==> src/rtl/rps_pkg.sv <==
// ----------------------------------------------------------------------------
// rps_pkg
// Shared types, codes and widths for the ramped pulse sequencer.
// ----------------------------------------------------------------------------
`default_nettype none

package rps_pkg;

  localparam int WIDTH_W              = 24;
  localparam int RAMP_W               = 25;
  localparam int COUNT_W              = 32;
  localparam int RUNS_W               = 32;
  localparam int GAP_MS_W             = 16;
  localparam int CFG_IDX_W            = 3;
  localparam int CFG_DATA_W           = 32;
  localparam int DEFAULT_TICKS_PER_MS = 1000;

  localparam logic [WIDTH_W-1:0] START_WIDTH_RST = WIDTH_W'(1);
  localparam logic [WIDTH_W-1:0] MIN_WIDTH_RST   = WIDTH_W'(1);
  localparam logic [WIDTH_W-1:0] MAX_WIDTH_RST   = {WIDTH_W{1'b1}};

  typedef enum logic [2:0] {
    PH_IDLE,
    PH_TRIG,
    PH_DELAY,
    PH_PULSE,
    PH_GAP
  } phase_t;

  typedef enum logic [1:0] {
    FN_TICK   = 2'd0,
    FN_ARM    = 2'd1,
    FN_FIRE   = 2'd2,
    FN_DISARM = 2'd3
  } func_t;

  typedef enum logic [1:0] {
    ST_OK        = 2'd0,
    ST_NOT_ARMED = 2'd1,
    ST_BAD_WIDTH = 2'd2,
    ST_BUSY      = 2'd3
  } status_t;

  typedef enum logic [CFG_IDX_W-1:0] {
    REG_DELAY_TICKS  = 3'd0,
    REG_START_WIDTH  = 3'd1,
    REG_PULSE_COUNT  = 3'd2,
    REG_RAMP_STEP    = 3'd3,
    REG_GAP_MS       = 3'd4,
    REG_TRIGGER_MODE = 3'd5,
    REG_MIN_WIDTH    = 3'd6,
    REG_MAX_WIDTH    = 3'd7
  } cfg_idx_t;

  typedef struct packed {
    logic [WIDTH_W-1:0]       delay_ticks;
    logic [WIDTH_W-1:0]       start_width;
    logic [COUNT_W-1:0]       pulse_count;
    logic signed [RAMP_W-1:0] ramp_step;
    logic                     trigger_mode;
    logic [WIDTH_W-1:0]       min_width;
    logic [WIDTH_W-1:0]       max_width;
  } cfg_t;

  typedef struct packed {
    logic              power_enable;
    logic              armed_flag;
    logic              busy_res;
    logic              run_done;
    status_t           status;
    logic [RUNS_W-1:0] runs_completed;
  } res_t;

endpackage

`default_nettype wire

==> src/rtl/rps_seq.sv <==
// ----------------------------------------------------------------------------
// rps_seq
// Sequencer state: arm/fire/disarm handling, phase timing, width ramp.
// ----------------------------------------------------------------------------
`default_nettype none

module rps_seq
  import rps_pkg::*;
#(
  parameter int CNT_W = 26
) (
  input  wire logic             clk,
  input  wire logic             rst,
  input  wire logic             accept,
  input  wire func_t            func,
  input  wire logic             ext_trigger,
  input  wire cfg_t             cfg,
  input  wire logic [CNT_W-1:0] gap_ticks,
  output res_t                  res
);

  typedef struct packed {
    phase_t           ph;
    logic [CNT_W-1:0] cnt;
  } step_t;

  localparam int SUM_W = WIDTH_W + 3;

  phase_t              phase, phase_next;
  logic [CNT_W-1:0]    phase_counter, phase_counter_next;
  logic [WIDTH_W-1:0]  current_width, current_width_next;
  logic [COUNT_W-1:0]  pulses_left, pulses_left_next;
  logic [RUNS_W-1:0]   run_count, run_count_next;
  logic                armed, armed_next;
  logic                done_now;
  status_t             status_now;

  logic [CNT_W-1:0]    cnt_dec;
  logic [COUNT_W-1:0]  pl_dec;
  logic signed [SUM_W-1:0] w_sum;
  logic signed [SUM_W-1:0] w_lo;
  logic [WIDTH_W-1:0]  w_ramp;
  logic                slot_end;
  logic [WIDTH_W-1:0]  slot_w;
  step_t               st;

  function automatic step_t f_pulse(logic [WIDTH_W-1:0] w);
    step_t s;
    s.ph  = PH_PULSE;
    s.cnt = (w == '0) ? CNT_W'(1) : CNT_W'(w);
    return s;
  endfunction

  function automatic step_t f_delay(cfg_t c, logic [WIDTH_W-1:0] w);
    step_t s;
    if (c.delay_ticks == '0) begin
      s = f_pulse(w);
    end else begin
      s.ph  = PH_DELAY;
      s.cnt = CNT_W'(c.delay_ticks);
    end
    return s;
  endfunction

  function automatic step_t f_start(cfg_t c, logic [WIDTH_W-1:0] w);
    step_t s;
    if (c.trigger_mode) begin
      s.ph  = PH_TRIG;
      s.cnt = '0;
    end else begin
      s = f_delay(c, w);
    end
    return s;
  endfunction

  assign cnt_dec = phase_counter - CNT_W'(1);
  assign pl_dec  = pulses_left - COUNT_W'(1);

  // ramp at full precision, clamp low first, then high on the clamped value
  always_comb begin
    w_sum = $signed({3'b000, current_width})
          + $signed({{(SUM_W-RAMP_W){cfg.ramp_step[RAMP_W-1]}}, cfg.ramp_step});
    if (w_sum < $signed({3'b000, cfg.min_width})) begin
      w_lo = $signed({3'b000, cfg.min_width});
    end else begin
      w_lo = w_sum;
    end
    if (w_lo > $signed({3'b000, cfg.max_width})) begin
      w_ramp = cfg.max_width;
    end else begin
      w_ramp = w_lo[WIDTH_W-1:0];
    end
  end

  // next state
  always_comb begin
    phase_next         = phase;
    phase_counter_next = phase_counter;
    current_width_next = current_width;
    pulses_left_next   = pulses_left;
    run_count_next     = run_count;
    armed_next         = armed;
    done_now           = 1'b0;
    status_now         = ST_OK;
    slot_end           = 1'b0;
    slot_w             = current_width;
    st                 = '{ph: phase, cnt: phase_counter};

    if (accept) begin
      if (func == FN_TICK) begin
        unique case (phase)
          PH_TRIG: begin
            if (ext_trigger) begin
              st = f_delay(cfg, current_width);
              phase_next         = st.ph;
              phase_counter_next = st.cnt;
            end
          end
          PH_DELAY: begin
            phase_counter_next = cnt_dec;
            if (cnt_dec == '0) begin
              st = f_pulse(current_width);
              phase_next         = st.ph;
              phase_counter_next = st.cnt;
            end
          end
          PH_PULSE: begin
            phase_counter_next = cnt_dec;
            if (cnt_dec == '0) begin
              current_width_next = w_ramp;
              if (gap_ticks == '0) begin
                slot_end = 1'b1;
                slot_w   = w_ramp;
              end else begin
                phase_next         = PH_GAP;
                phase_counter_next = gap_ticks;
              end
            end
          end
          PH_GAP: begin
            phase_counter_next = cnt_dec;
            if (cnt_dec == '0) begin
              slot_end = 1'b1;
            end
          end
          PH_IDLE: ;
          default: ;
        endcase

        if (slot_end) begin
          pulses_left_next = pl_dec;
          if (pl_dec == '0) begin
            phase_next         = PH_IDLE;
            phase_counter_next = '0;
            run_count_next     = run_count + RUNS_W'(1);
            done_now           = 1'b1;
          end else begin
            st = f_start(cfg, slot_w);
            phase_next         = st.ph;
            phase_counter_next = st.cnt;
          end
        end
      end else if (phase != PH_IDLE) begin
        status_now = ST_BUSY;
      end else begin
        unique case (func)
          FN_ARM: begin
            if (cfg.start_width < cfg.min_width || cfg.start_width > cfg.max_width) begin
              status_now = ST_BAD_WIDTH;
            end else begin
              armed_next = 1'b1;
            end
          end
          FN_FIRE: begin
            if (!armed) begin
              status_now = ST_NOT_ARMED;
            end else begin
              pulses_left_next   = (cfg.pulse_count == '0) ? COUNT_W'(1) : cfg.pulse_count;
              current_width_next = cfg.start_width;
              st = f_start(cfg, cfg.start_width);
              phase_next         = st.ph;
              phase_counter_next = st.cnt;
            end
          end
          FN_DISARM: armed_next = 1'b0;
          default: ;
        endcase
      end
    end
  end

  // result reflects the state after this transaction
  always_comb begin
    res.power_enable   = (phase_next != PH_PULSE);
    res.armed_flag     = armed_next;
    res.busy_res       = (phase_next != PH_IDLE);
    res.run_done       = done_now;
    res.status         = status_now;
    res.runs_completed = run_count_next;
  end

  always_ff @(posedge clk) begin
    if (rst) begin
      phase         <= PH_IDLE;
      phase_counter <= '0;
      current_width <= '0;
      pulses_left   <= '0;
      run_count     <= '0;
      armed         <= 1'b0;
    end else begin
      phase         <= phase_next;
      phase_counter <= phase_counter_next;
      current_width <= current_width_next;
      pulses_left   <= pulses_left_next;
      run_count     <= run_count_next;
      armed         <= armed_next;
    end
  end

endmodule

`default_nettype wire

==> src/rtl/ramped_pulse_sequencer.sv <==
// ----------------------------------------------------------------------------
// ramped_pulse_sequencer
// Microsecond-tick pulse sequencer with ramped, clamped pulse widths.
// ----------------------------------------------------------------------------
// Each input transaction (tick, arm, fire or disarm) yields exactly one result
// transaction. One input is taken every clock cycle unless the skid entry is full;
// the result is registered in the output register, or in the skid entry while the
// output is stalled. The sequencer's new state is computed combinationally (counter
// decrement, 27-bit ramp add and clamp), and a two-entry output buffer lets input
// keep flowing while the output is stalled; input stalls only when both entries
// are full. The gap length is precomputed as gap_ms * TICKS_PER_MS when gap_ms is
// written. No clearing pass after reset.
`default_nettype none

module ramped_pulse_sequencer
  import rps_pkg::*;
#(
  parameter int TICKS_PER_MS = DEFAULT_TICKS_PER_MS
) (
  input  wire logic                  clk,
  input  wire logic                  rst,
  input  wire logic                  in_valid,
  output logic                       in_ready,
  input  wire logic [1:0]            func,
  input  wire logic                  ext_trigger,
  output logic                       out_valid,
  input  wire logic                  out_ready,
  output logic                       power_enable,
  output logic                       armed_flag,
  output logic                       busy_res,
  output logic                       run_done,
  output logic [1:0]                 status,
  output logic [RUNS_W-1:0]          runs_completed,
  input  wire logic                  cfg_valid,
  output logic                       cfg_ready,
  input  wire logic [CFG_IDX_W-1:0]  cfg_index,
  input  wire logic [CFG_DATA_W-1:0] cfg_data
);

  localparam longint GAP_MAX = longint'((1 << GAP_MS_W) - 1) * longint'(TICKS_PER_MS);
  localparam int     GAP_W   = $clog2(GAP_MAX + 1);
  localparam int     CNT_W   = (GAP_W > WIDTH_W) ? GAP_W : WIDTH_W;

  cfg_t             cfg;
  logic [CNT_W-1:0] gap_ticks;
  logic             accept;
  res_t             res;

  res_t             o_res, s_res;
  logic             o_valid, s_valid;

  assign cfg_ready = 1'b1;

  always_ff @(posedge clk) begin
    if (rst) begin
      cfg.delay_ticks  <= '0;
      cfg.start_width  <= START_WIDTH_RST;
      cfg.pulse_count  <= '0;
      cfg.ramp_step    <= '0;
      cfg.trigger_mode <= 1'b0;
      cfg.min_width    <= MIN_WIDTH_RST;
      cfg.max_width    <= MAX_WIDTH_RST;
      gap_ticks        <= '0;
    end else if (cfg_valid && cfg_ready) begin
      unique case (cfg_idx_t'(cfg_index))
        REG_DELAY_TICKS:  cfg.delay_ticks  <= cfg_data[WIDTH_W-1:0];
        REG_START_WIDTH:  cfg.start_width  <= cfg_data[WIDTH_W-1:0];
        REG_PULSE_COUNT:  cfg.pulse_count  <= cfg_data[COUNT_W-1:0];
        REG_RAMP_STEP:    cfg.ramp_step    <= signed'(cfg_data[RAMP_W-1:0]);
        REG_GAP_MS:       gap_ticks        <= CNT_W'(cfg_data[GAP_MS_W-1:0])
                                              * CNT_W'(TICKS_PER_MS);
        REG_TRIGGER_MODE: cfg.trigger_mode <= cfg_data[0];
        REG_MIN_WIDTH:    cfg.min_width    <= cfg_data[WIDTH_W-1:0];
        REG_MAX_WIDTH:    cfg.max_width    <= cfg_data[WIDTH_W-1:0];
        default: ;
      endcase
    end
  end

  assign in_ready = !s_valid;
  assign accept   = in_valid && in_ready;

  rps_seq #(
    .CNT_W(CNT_W)
  ) u_seq (
    .clk        (clk),
    .rst        (rst),
    .accept     (accept),
    .func       (func_t'(func)),
    .ext_trigger(ext_trigger),
    .cfg        (cfg),
    .gap_ticks  (gap_ticks),
    .res        (res)
  );

  // output register plus skid entry
  always_ff @(posedge clk) begin
    if (rst) begin
      o_valid <= 1'b0;
      s_valid <= 1'b0;
    end else if (!o_valid || out_ready) begin
      if (s_valid) begin
        o_valid <= 1'b1;
        s_valid <= 1'b0;
      end else begin
        o_valid <= accept;
      end
    end else if (accept) begin
      s_valid <= 1'b1;
    end
  end

  always_ff @(posedge clk) begin
    if (!o_valid || out_ready) begin
      o_res <= s_valid ? s_res : res;
    end
    if (accept && o_valid && !out_ready) begin
      s_res <= res;
    end
  end

  assign out_valid      = o_valid;
  assign power_enable   = o_res.power_enable;
  assign armed_flag     = o_res.armed_flag;
  assign busy_res       = o_res.busy_res;
  assign run_done       = o_res.run_done;
  assign status         = o_res.status;
  assign runs_completed = o_res.runs_completed;

  a_pulse_is_busy: assert property (@(posedge clk) disable iff (rst)
    out_valid && !power_enable |-> busy_res)
    else $error("pulse reported outside a run");

  a_done_is_idle: assert property (@(posedge clk) disable iff (rst)
    out_valid && run_done |-> !busy_res && status == ST_OK)
    else $error("run end reported while busy or with error status");

  a_skid_behind_main: assert property (@(posedge clk) disable iff (rst)
    s_valid |-> o_valid)
    else $error("skid entry holds data while output register is empty");

  a_stalled_accept_kept: assert property (@(posedge clk) disable iff (rst)
    accept && o_valid && !out_ready |=> s_valid)
    else $error("result of stalled transaction dropped");

endmodule

`default_nettype wire
==> config.mk <==
export PLATFORM = sky130hd
export DESIGN_NAME = ramped_pulse_sequencer
export DESIGN_NICKNAME = d
export VERILOG_FILES = /design/src/rtl/rps_pkg.sv /design/src/rtl/rps_seq.sv /design/src/rtl/ramped_pulse_sequencer.sv
export SDC_FILE = /design/constraint.sdc
export NUM_CORES = 1
export LEC_CHECK = 0
export ABC_CLOCK_PERIOD_IN_PS = 11600
export BUFFER_PORTS_ARGS = -buffer_cell sky130_fd_sc_hd__buf_2
export CORE_ASPECT_RATIO = 1.2
export CORE_UTILIZATION = 25
export DETAILED_ROUTE_END_ITERATION = 8
export PLACE_DENSITY = 0.44
export SLEW_MARGIN = 20
export SYNTH_ARGS = -nofsm -noshare
export SYNTH_HDL_FRONTEND = slang
export SYNTH_SLANG_ARGS = --single-unit
==> constraint.sdc <==
create_clock -name clk -period 11.6 [get_ports clk]
set_input_delay 2.32 -clock clk [delete_from_list [all_inputs] [get_ports clk]]
set_output_delay 2.32 -clock clk [all_outputs]
set_load 0.01 [all_outputs]
---- Word level (Yosys, flattened, before mapping) ----
Cells that the tools add are included.
cells by class
  add/sub/neg operators ................... 4
  multiply operators ...................... 1
  $lt $le $gt $ge ......................... 4
  equal/unequal tests ..................... 21
  multiplexer cells ....................... 77
  reduce and logical (&&, ||, !) cells .... 34
operators with widths
  cell                                                  number
  2-to-1 mux 24 bit                                     15
  2-to-1 mux 32 bit                                     10
  2-to-1 mux 26 bit                                     10
  2-to-1 mux 27 bit                                     4
  case mux 26 bit (4 select lines)                      1
  logical NOT 24 bit                                    4
  logical NOT 32 bit                                    2
  2-to-1 mux 29 bit                                     2
  logical NOT 26 bit                                    2
  2-to-1 mux 38 bit                                     1
  2-to-1 mux 3 bit                                      11
  adder 32 x 1 -> 32 bit (second input constant)        1
  subtractor 32 x 1 -> 32 bit (second input constant)   1
  > comparator 27 x 25 -> 1 bit                         1
  less-than comparator 27 x 25 -> 1 bit                 1
  adder 25 x 25 -> 26 bit                               1
  subtractor 26 x 1 -> 26 bit (second input constant)   1
  > comparator 24 bit                                   1
  less-than comparator 24 bit                           1
  multiplier 16 x 7 -> 23 bit (second input constant)   1
  AND reduction 2 bit                                   8
  equality test 3 bit (second input constant)           5
  2-to-1 mux 1 bit                                      15
  equality test 3 x 2 -> 1 bit (second input constant)  4
  other kinds (22)                                      38
word-level totals
  bits in registers ....................... 373
  input bits .............................. 43
  output and inout bits ................... 41
  word-level logic and storage cells ...... 169

---- Logic depth before layout (Yosys ltp) ----
  depth in word-level cells ............... 20
  gate-level depth with buffers ........... 40
  depth with buffers taken out ............ 33

---- Modules after synthesis ----
A second synthesis with hierarchy kept.
second synthesis, totals
  cell total of the unflattened synthesis .. 3,010
  area, all modules ....................... 24,910.1 sq um
modules (own cells, without submodules)
  module                  instances  cells an instance  area an instance (sq um)  seq. area each (sq um)
  rps_seq                 1          1,805              13,175.1                  2,362.3
  ramped_pulse_sequencer  1          1,205              11,735.0                  5,865.6

---- Least setup slack after synthesis ----
No wires, ideal clock.
  path kind ............................... register -> register
  start ................................... reg u_seq.current_width[3]
  end ..................................... reg u_seq.phase_counter[3]
  library setup time ...................... 0.132 ns
  data arrival time ....................... 8.435 ns
  data required time ...................... 11.468 ns
  setup slack ............................. 3.033 ns
  cell stages (with the launch flop) ...... 38
  path buffers ............................ 6
  clock period less this slack ............ 8.567 ns
  path through ............................ dfxtp_1 > ha_1 > o21ai_0 > o21a_1 > o31ai_1 > a2111oi_0 > nor4_1 > nor3_1 > nor4_1 > nor2_1 > ha_1 > a21o_1 > a21oi_1 > o2111ai_1 > o21bai_1 > a221oi_1 > ha_1 > clkbuf_1 > [2 not listed] > o31a_1 > inv_1 > ha_1 > a21o_1 > a21o_1 > a211o_1 > a211oi_1 > o211ai_1 > a32oi_1 > and3_1 > clkbuf_1 > buf_2 > buf_1 > mux2_2 > mux2_2 > a21o_1 > a211oi_1 > nor3_1
on the way
  longest elaborated chain between the ends .. 17
  elaborated cells between the ends (all ways) .. 23
  classes of those cells .................. 1 x add/sub; 2 x order compare; 18 x mux; 2 x reduce/logical
RTL lines
  element                                RTL line        text
  from (decl)                            rps_seq.sv:31   logic [WIDTH_W-1:0] current_width, current_width_next;
  from (signal assigned)                 rps_seq.sv:213  current_width <= current_width_next;
  adder 25 x 25 -> 26 bit                rps_seq.sv:82   + $signed({{(SUM_W-RAMP_W){cfg.ramp_step[RAMP_W-1]}}, cfg.ramp_step});
  less-than comparator 27 x 25 -> 1 bit  rps_seq.sv:83   if (w_sum < $signed({3'b000, cfg.min_width})) begin
  2-to-1 mux 27 bit                      rps_seq.sv:83
  > comparator 27 x 25 -> 1 bit          rps_seq.sv:88   if (w_lo > $signed({3'b000, cfg.max_width})) begin
  2-to-1 mux 24 bit                      rps_seq.sv:88
  2-to-1 mux 24 bit                      rps_seq.sv:131  if (gap_ticks == '0) begin
  2-to-1 mux 24 bit                      rps_seq.sv:129  if (cnt_dec == '0) begin
  2-to-1 mux 24 bit                      rps_seq.sv:111  unique case (phase)
  2-to-1 mux 24 bit                      rps_seq.sv:110  if (func == FN_TICK) begin
  2-to-1 mux 24 bit                      rps_seq.sv:109  if (accept) begin
  logical NOT 24 bit                     rps_seq.sv:50   s.cnt = (w == '0) ? CNT_W'(1) : CNT_W'(w);
  2-to-1 mux 24 bit                      rps_seq.sv:50
  2-to-1 mux 27 bit                      rps_seq.sv:56   if (c.delay_ticks == '0) begin
  2-to-1 mux 29 bit                      rps_seq.sv:67   if (c.trigger_mode) begin
  2-to-1 mux 26 bit                      rps_seq.sv:152  if (pl_dec == '0) begin
  2-to-1 mux 26 bit (*)                  rps_seq.sv:150  if (slot_end) begin
  2-to-1 mux 26 bit (*)                  rps_seq.sv:110
  to (signal assigned)                   rps_seq.sv:212  phase_counter <= phase_counter_next;
  to (decl)                              rps_seq.sv:30   logic [CNT_W-1:0] phase_counter, phase_counter_next;
Mark *: on every way between the ends. The rest lies on a longest branch, timed or not. The select of a mux whose other input is x is not followed.
A chain may end at the register's enable or synchronous reset.

---- Worst setup path in the final report ----
  start ................................... reg u_seq.current_width[2]
  end ..................................... reg u_seq.phase_counter[0]
The elaborated chain is that of the path after synthesis.

==> impl_results.md <==
- Post-CTS setup repair buffer count: 0
- Worst R2R Path Depth: 32
- Crit path launch type: flip-flop
- Critical Path AT: 10.42 ns
- Syn_nets: 3,221
- Clock transition at path regs: 0.06 ns
- Via Count: 22,009
- Hpwl dp: 69.6 mm
- Setup Slack @ Placement: 1.52 ns
- Worst path slowest cell: and3_1
- Share of flip-flops with an asynchronous set or reset: 0%
- Clock network power share: 36.2%
- Area leader, netlist: dfxtp_1
- Seq pwr share: 34.2%
- Iter 0 DRT Violations: 1,458
- Largest net degree at the start of global routing: 89
- Fin. max-slew vios: 0
- Dominant synthesized flop cell: dfxtp_1
- Share of cells above drive strength 1: 11.3%
- Relative max-transition margin: 21.4%
- Cell internal pwr: 2.77 mW
- Layout area overhead: 13.5%
- TritonCTS clock tree: yes
- Pleak: 11.5 nW
- GRT overflow: 0
- H-tree lvl count: 2
- Sequential-to-total area share from yosys stat: 33.1%
- Worst setup EP type: flip-flop
- Dpl cells: 4,184
- Final total power: 4.23 mW
- # diodes: 0
- Port Buffers: 82
- Synth cell count leaders: nand2_1 (460), dfxtp_1 (297), a21oi_1 (283)
- Switch share: 34.6%
- Root buffer cell: clkbuf_16
- Final hold slack: 0.462 ns
- Total CTS buffers: 46
- Remaining DRCs: 0
- Final Instance Area: 28,200 µm²
- Die area: 101,000 µm²
- Area post-placement: 26,600 µm²
- Reg area: 8230 µm²
- Worst hold path type: reg2reg
- Yosys cell types: 91
- Filler Cells Inserted: 10,609
- Fmax: 0.101 GHz
- Endpoints failing hold: 0
- Status: finished clean
- Overall Global Routing Usage: 18.6%
- Setup slack after layout: 1.72 ns
- Peak VDD IR: 98.2 µV
- Clock Path Buffers: 3
- Area share of the largest cell type after synthesis: 23.9%
- Crit-path max FO: 28
- Mapped cell area: 24,800 µm²
- Max Cap Violations: 0
- Fin crit period: 9.88 ns
- Ports: 84
- Yosys warns: 0
- Post-CTS Hold Buffers: 0
- Slew @ Worst Pin: 1.18 ns
- Final setup vio count: 0
- Drt pass-1 iters: 8
- Drt wl/cell: 22.2 µm
- CP peak stage delay: 0.79 ns
- Most frequent cell after synthesis: nand2_1
- Fin util: 28.7%
- Final Cycle Share: 85.2%
- WHS Path Cells: 2
- Number of global-route vias before repair: 21,423
- Setup CP Type: reg2reg
- FP Rows: 126
- Clock Skew: 0.0379 ns
- # resized after CTS: 0
- Clock Latency Late Sink: 0.61 ns
- Area of the multi-input gates: 15,600 µm²
- Core Area: 98,400 µm²
- Die Width: 290 µm
- Gpl congestion: 0.916
- Net count, final: 3,231
- Sw power: 1.46 mW
- Synth Instances: 2,942
- Antenna Nets Post-Route: 0
- Synth top area cells: dfxtp_1 (24%), edfxtp_1 (9.2%), ha_1 (9.1%)
- Final TNS setup: 0 ns
- Syn avg cell area: 8.45 µm²
- Final Non-Filler Cells: 4,267
- Critical Path RT: 12.15 ns
- Clock sinks: 373
- Yosys reg bits: 373
- Final WL: 94.9 mm
- Starting utilization of the core area: 25.3%
- Initial antenna violation count: 1
- First-pass GRT wire length: 143 mm
- Combinational power share: 29.6%
- Post-synth EDFFs: 76
- RSZ-0062 raised after global routing: no
- Chip height: 347 µm
- Pwr dens: 150 nW/µm²
- Drt via density: 5.16
[critical path, delay by kind of cell, from the launching register on]
family	cells	cell delay, ns
simple gates	6	2.52
flops	1	0.48
compound gates	18	4.05
mux	2	0.89
fa+ha+maj	4	1.54
buf+inv	2	0.35
[placed cells by master (no fill, tap or decap), types with 24 or more instances in the layout]
cell type / instances
nor2b_1: 48
buf_2: 81
edfxtp_1: 76
mux2_2: 85
xnor2_1: 48
a211oi_1: 82
nand3_1: 45
buf_4: 38
nand3b_1: 27
fa_1: 55
clkbuf_16: 47
dfxtp_1: 297
inv_1: 117
or3_1: 25
xor2_1: 43
o21ai_0: 89
nor4_1: 57
nor2_1: 221
nand4_1: 45
nand2b_1: 24
a21oi_1: 281
ha_1: 179
a21o_1: 73
nor3_1: 61
mux2i_1: 33
nand2_1: 460
[layer usage]
| layer | GRT usage, % | share of wire, % | vias to the layer above |
|---|---|---|---|
| met5 | 0 | 0.012 | - |
| met1 | 24.6 | 46 | 10721 |
| met4 | 5.87 | 3.3 | 2 |
| met3 | 2.34 | 4.0 | 131 |
| met2 | 31.3 | 47 | 525 |
| li1 | - | - | 10630 |
[flip-flops by register name, indices dropped and copies added (netlist names)]
name / count
power_enable: 1
s_valid: 1
cfg: 154
armed_flag: 1
gap_ticks: 23
u_seq.armed: 1
u_seq.phase: 3
out_valid: 1
u_seq.phase_counter: 26
u_seq.pulses_left: 32
s_res: 38
run_done: 1
runs_completed: 32
u_seq.run_count: 32
u_seq.current_width: 24
status: 2
busy_res: 1
[final timing paths]
| kind | startpoint | to | slack (ns) |
|---|---|---|---|
| max | u_seq.current_width[2]$_SDFFE_PP0P_ | u_seq.phase_counter[0]$_SDFFE_PP0P_ | 1.72 |
| min | cfg[25]$_SDFFE_PP0P_ | cfg[25]$_SDFFE_PP0P_ | 0.46 |
| max reg2reg | u_seq.current_width[2]$_SDFFE_PP0P_ | u_seq.phase_counter[0]$_SDFFE_PP0P_ | 1.72 |
| min reg2reg | cfg[25]$_SDFFE_PP0P_ | cfg[25]$_SDFFE_PP0P_ | 0.46 |
[power by group through the flow]
stage | Combinational [mW] | Clock, mW | Sequential, mW
2_1_floorplan | 0.925 | 0 | 1.43
3_3_place_gp | 1.26 | 0 | 1.48
3_5_place_dp | 1.26 | 0 | 1.47
4_1_cts | 1.26 | 1.57 | 1.45
5_1_grt | 1.41 | 1.62 | 1.45
6_report | 1.25 | 1.53 | 1.45
[logic make-up after synthesis]
family | count (synthesis) | share of synthesized area, %
AND/OR/NAND/NOR | 1126 | 22.1
AO/OA/AOI/OAI | 718 | 18.4
flip-flops | 373 | 33.1
buffers and inverters | 275 | 4.30
adder cells (fa/ha/maj) | 236 | 13.5
multiplexers | 121 | 5.32
XOR/XNOR | 92 | 3.27
other | 1 | 0.0151
[layout make-up]
class,count,share of cell area [%]
multi-input cells,2294,55.5
flip-flops and latches,373,29.2
well taps,1280,5.68
clock buffers,62,4.73
repair buffers,120,2.50
inverters,117,1.56
clock inverters,21,0.905
No activity file was read; power rests on OpenSTA's default activity.
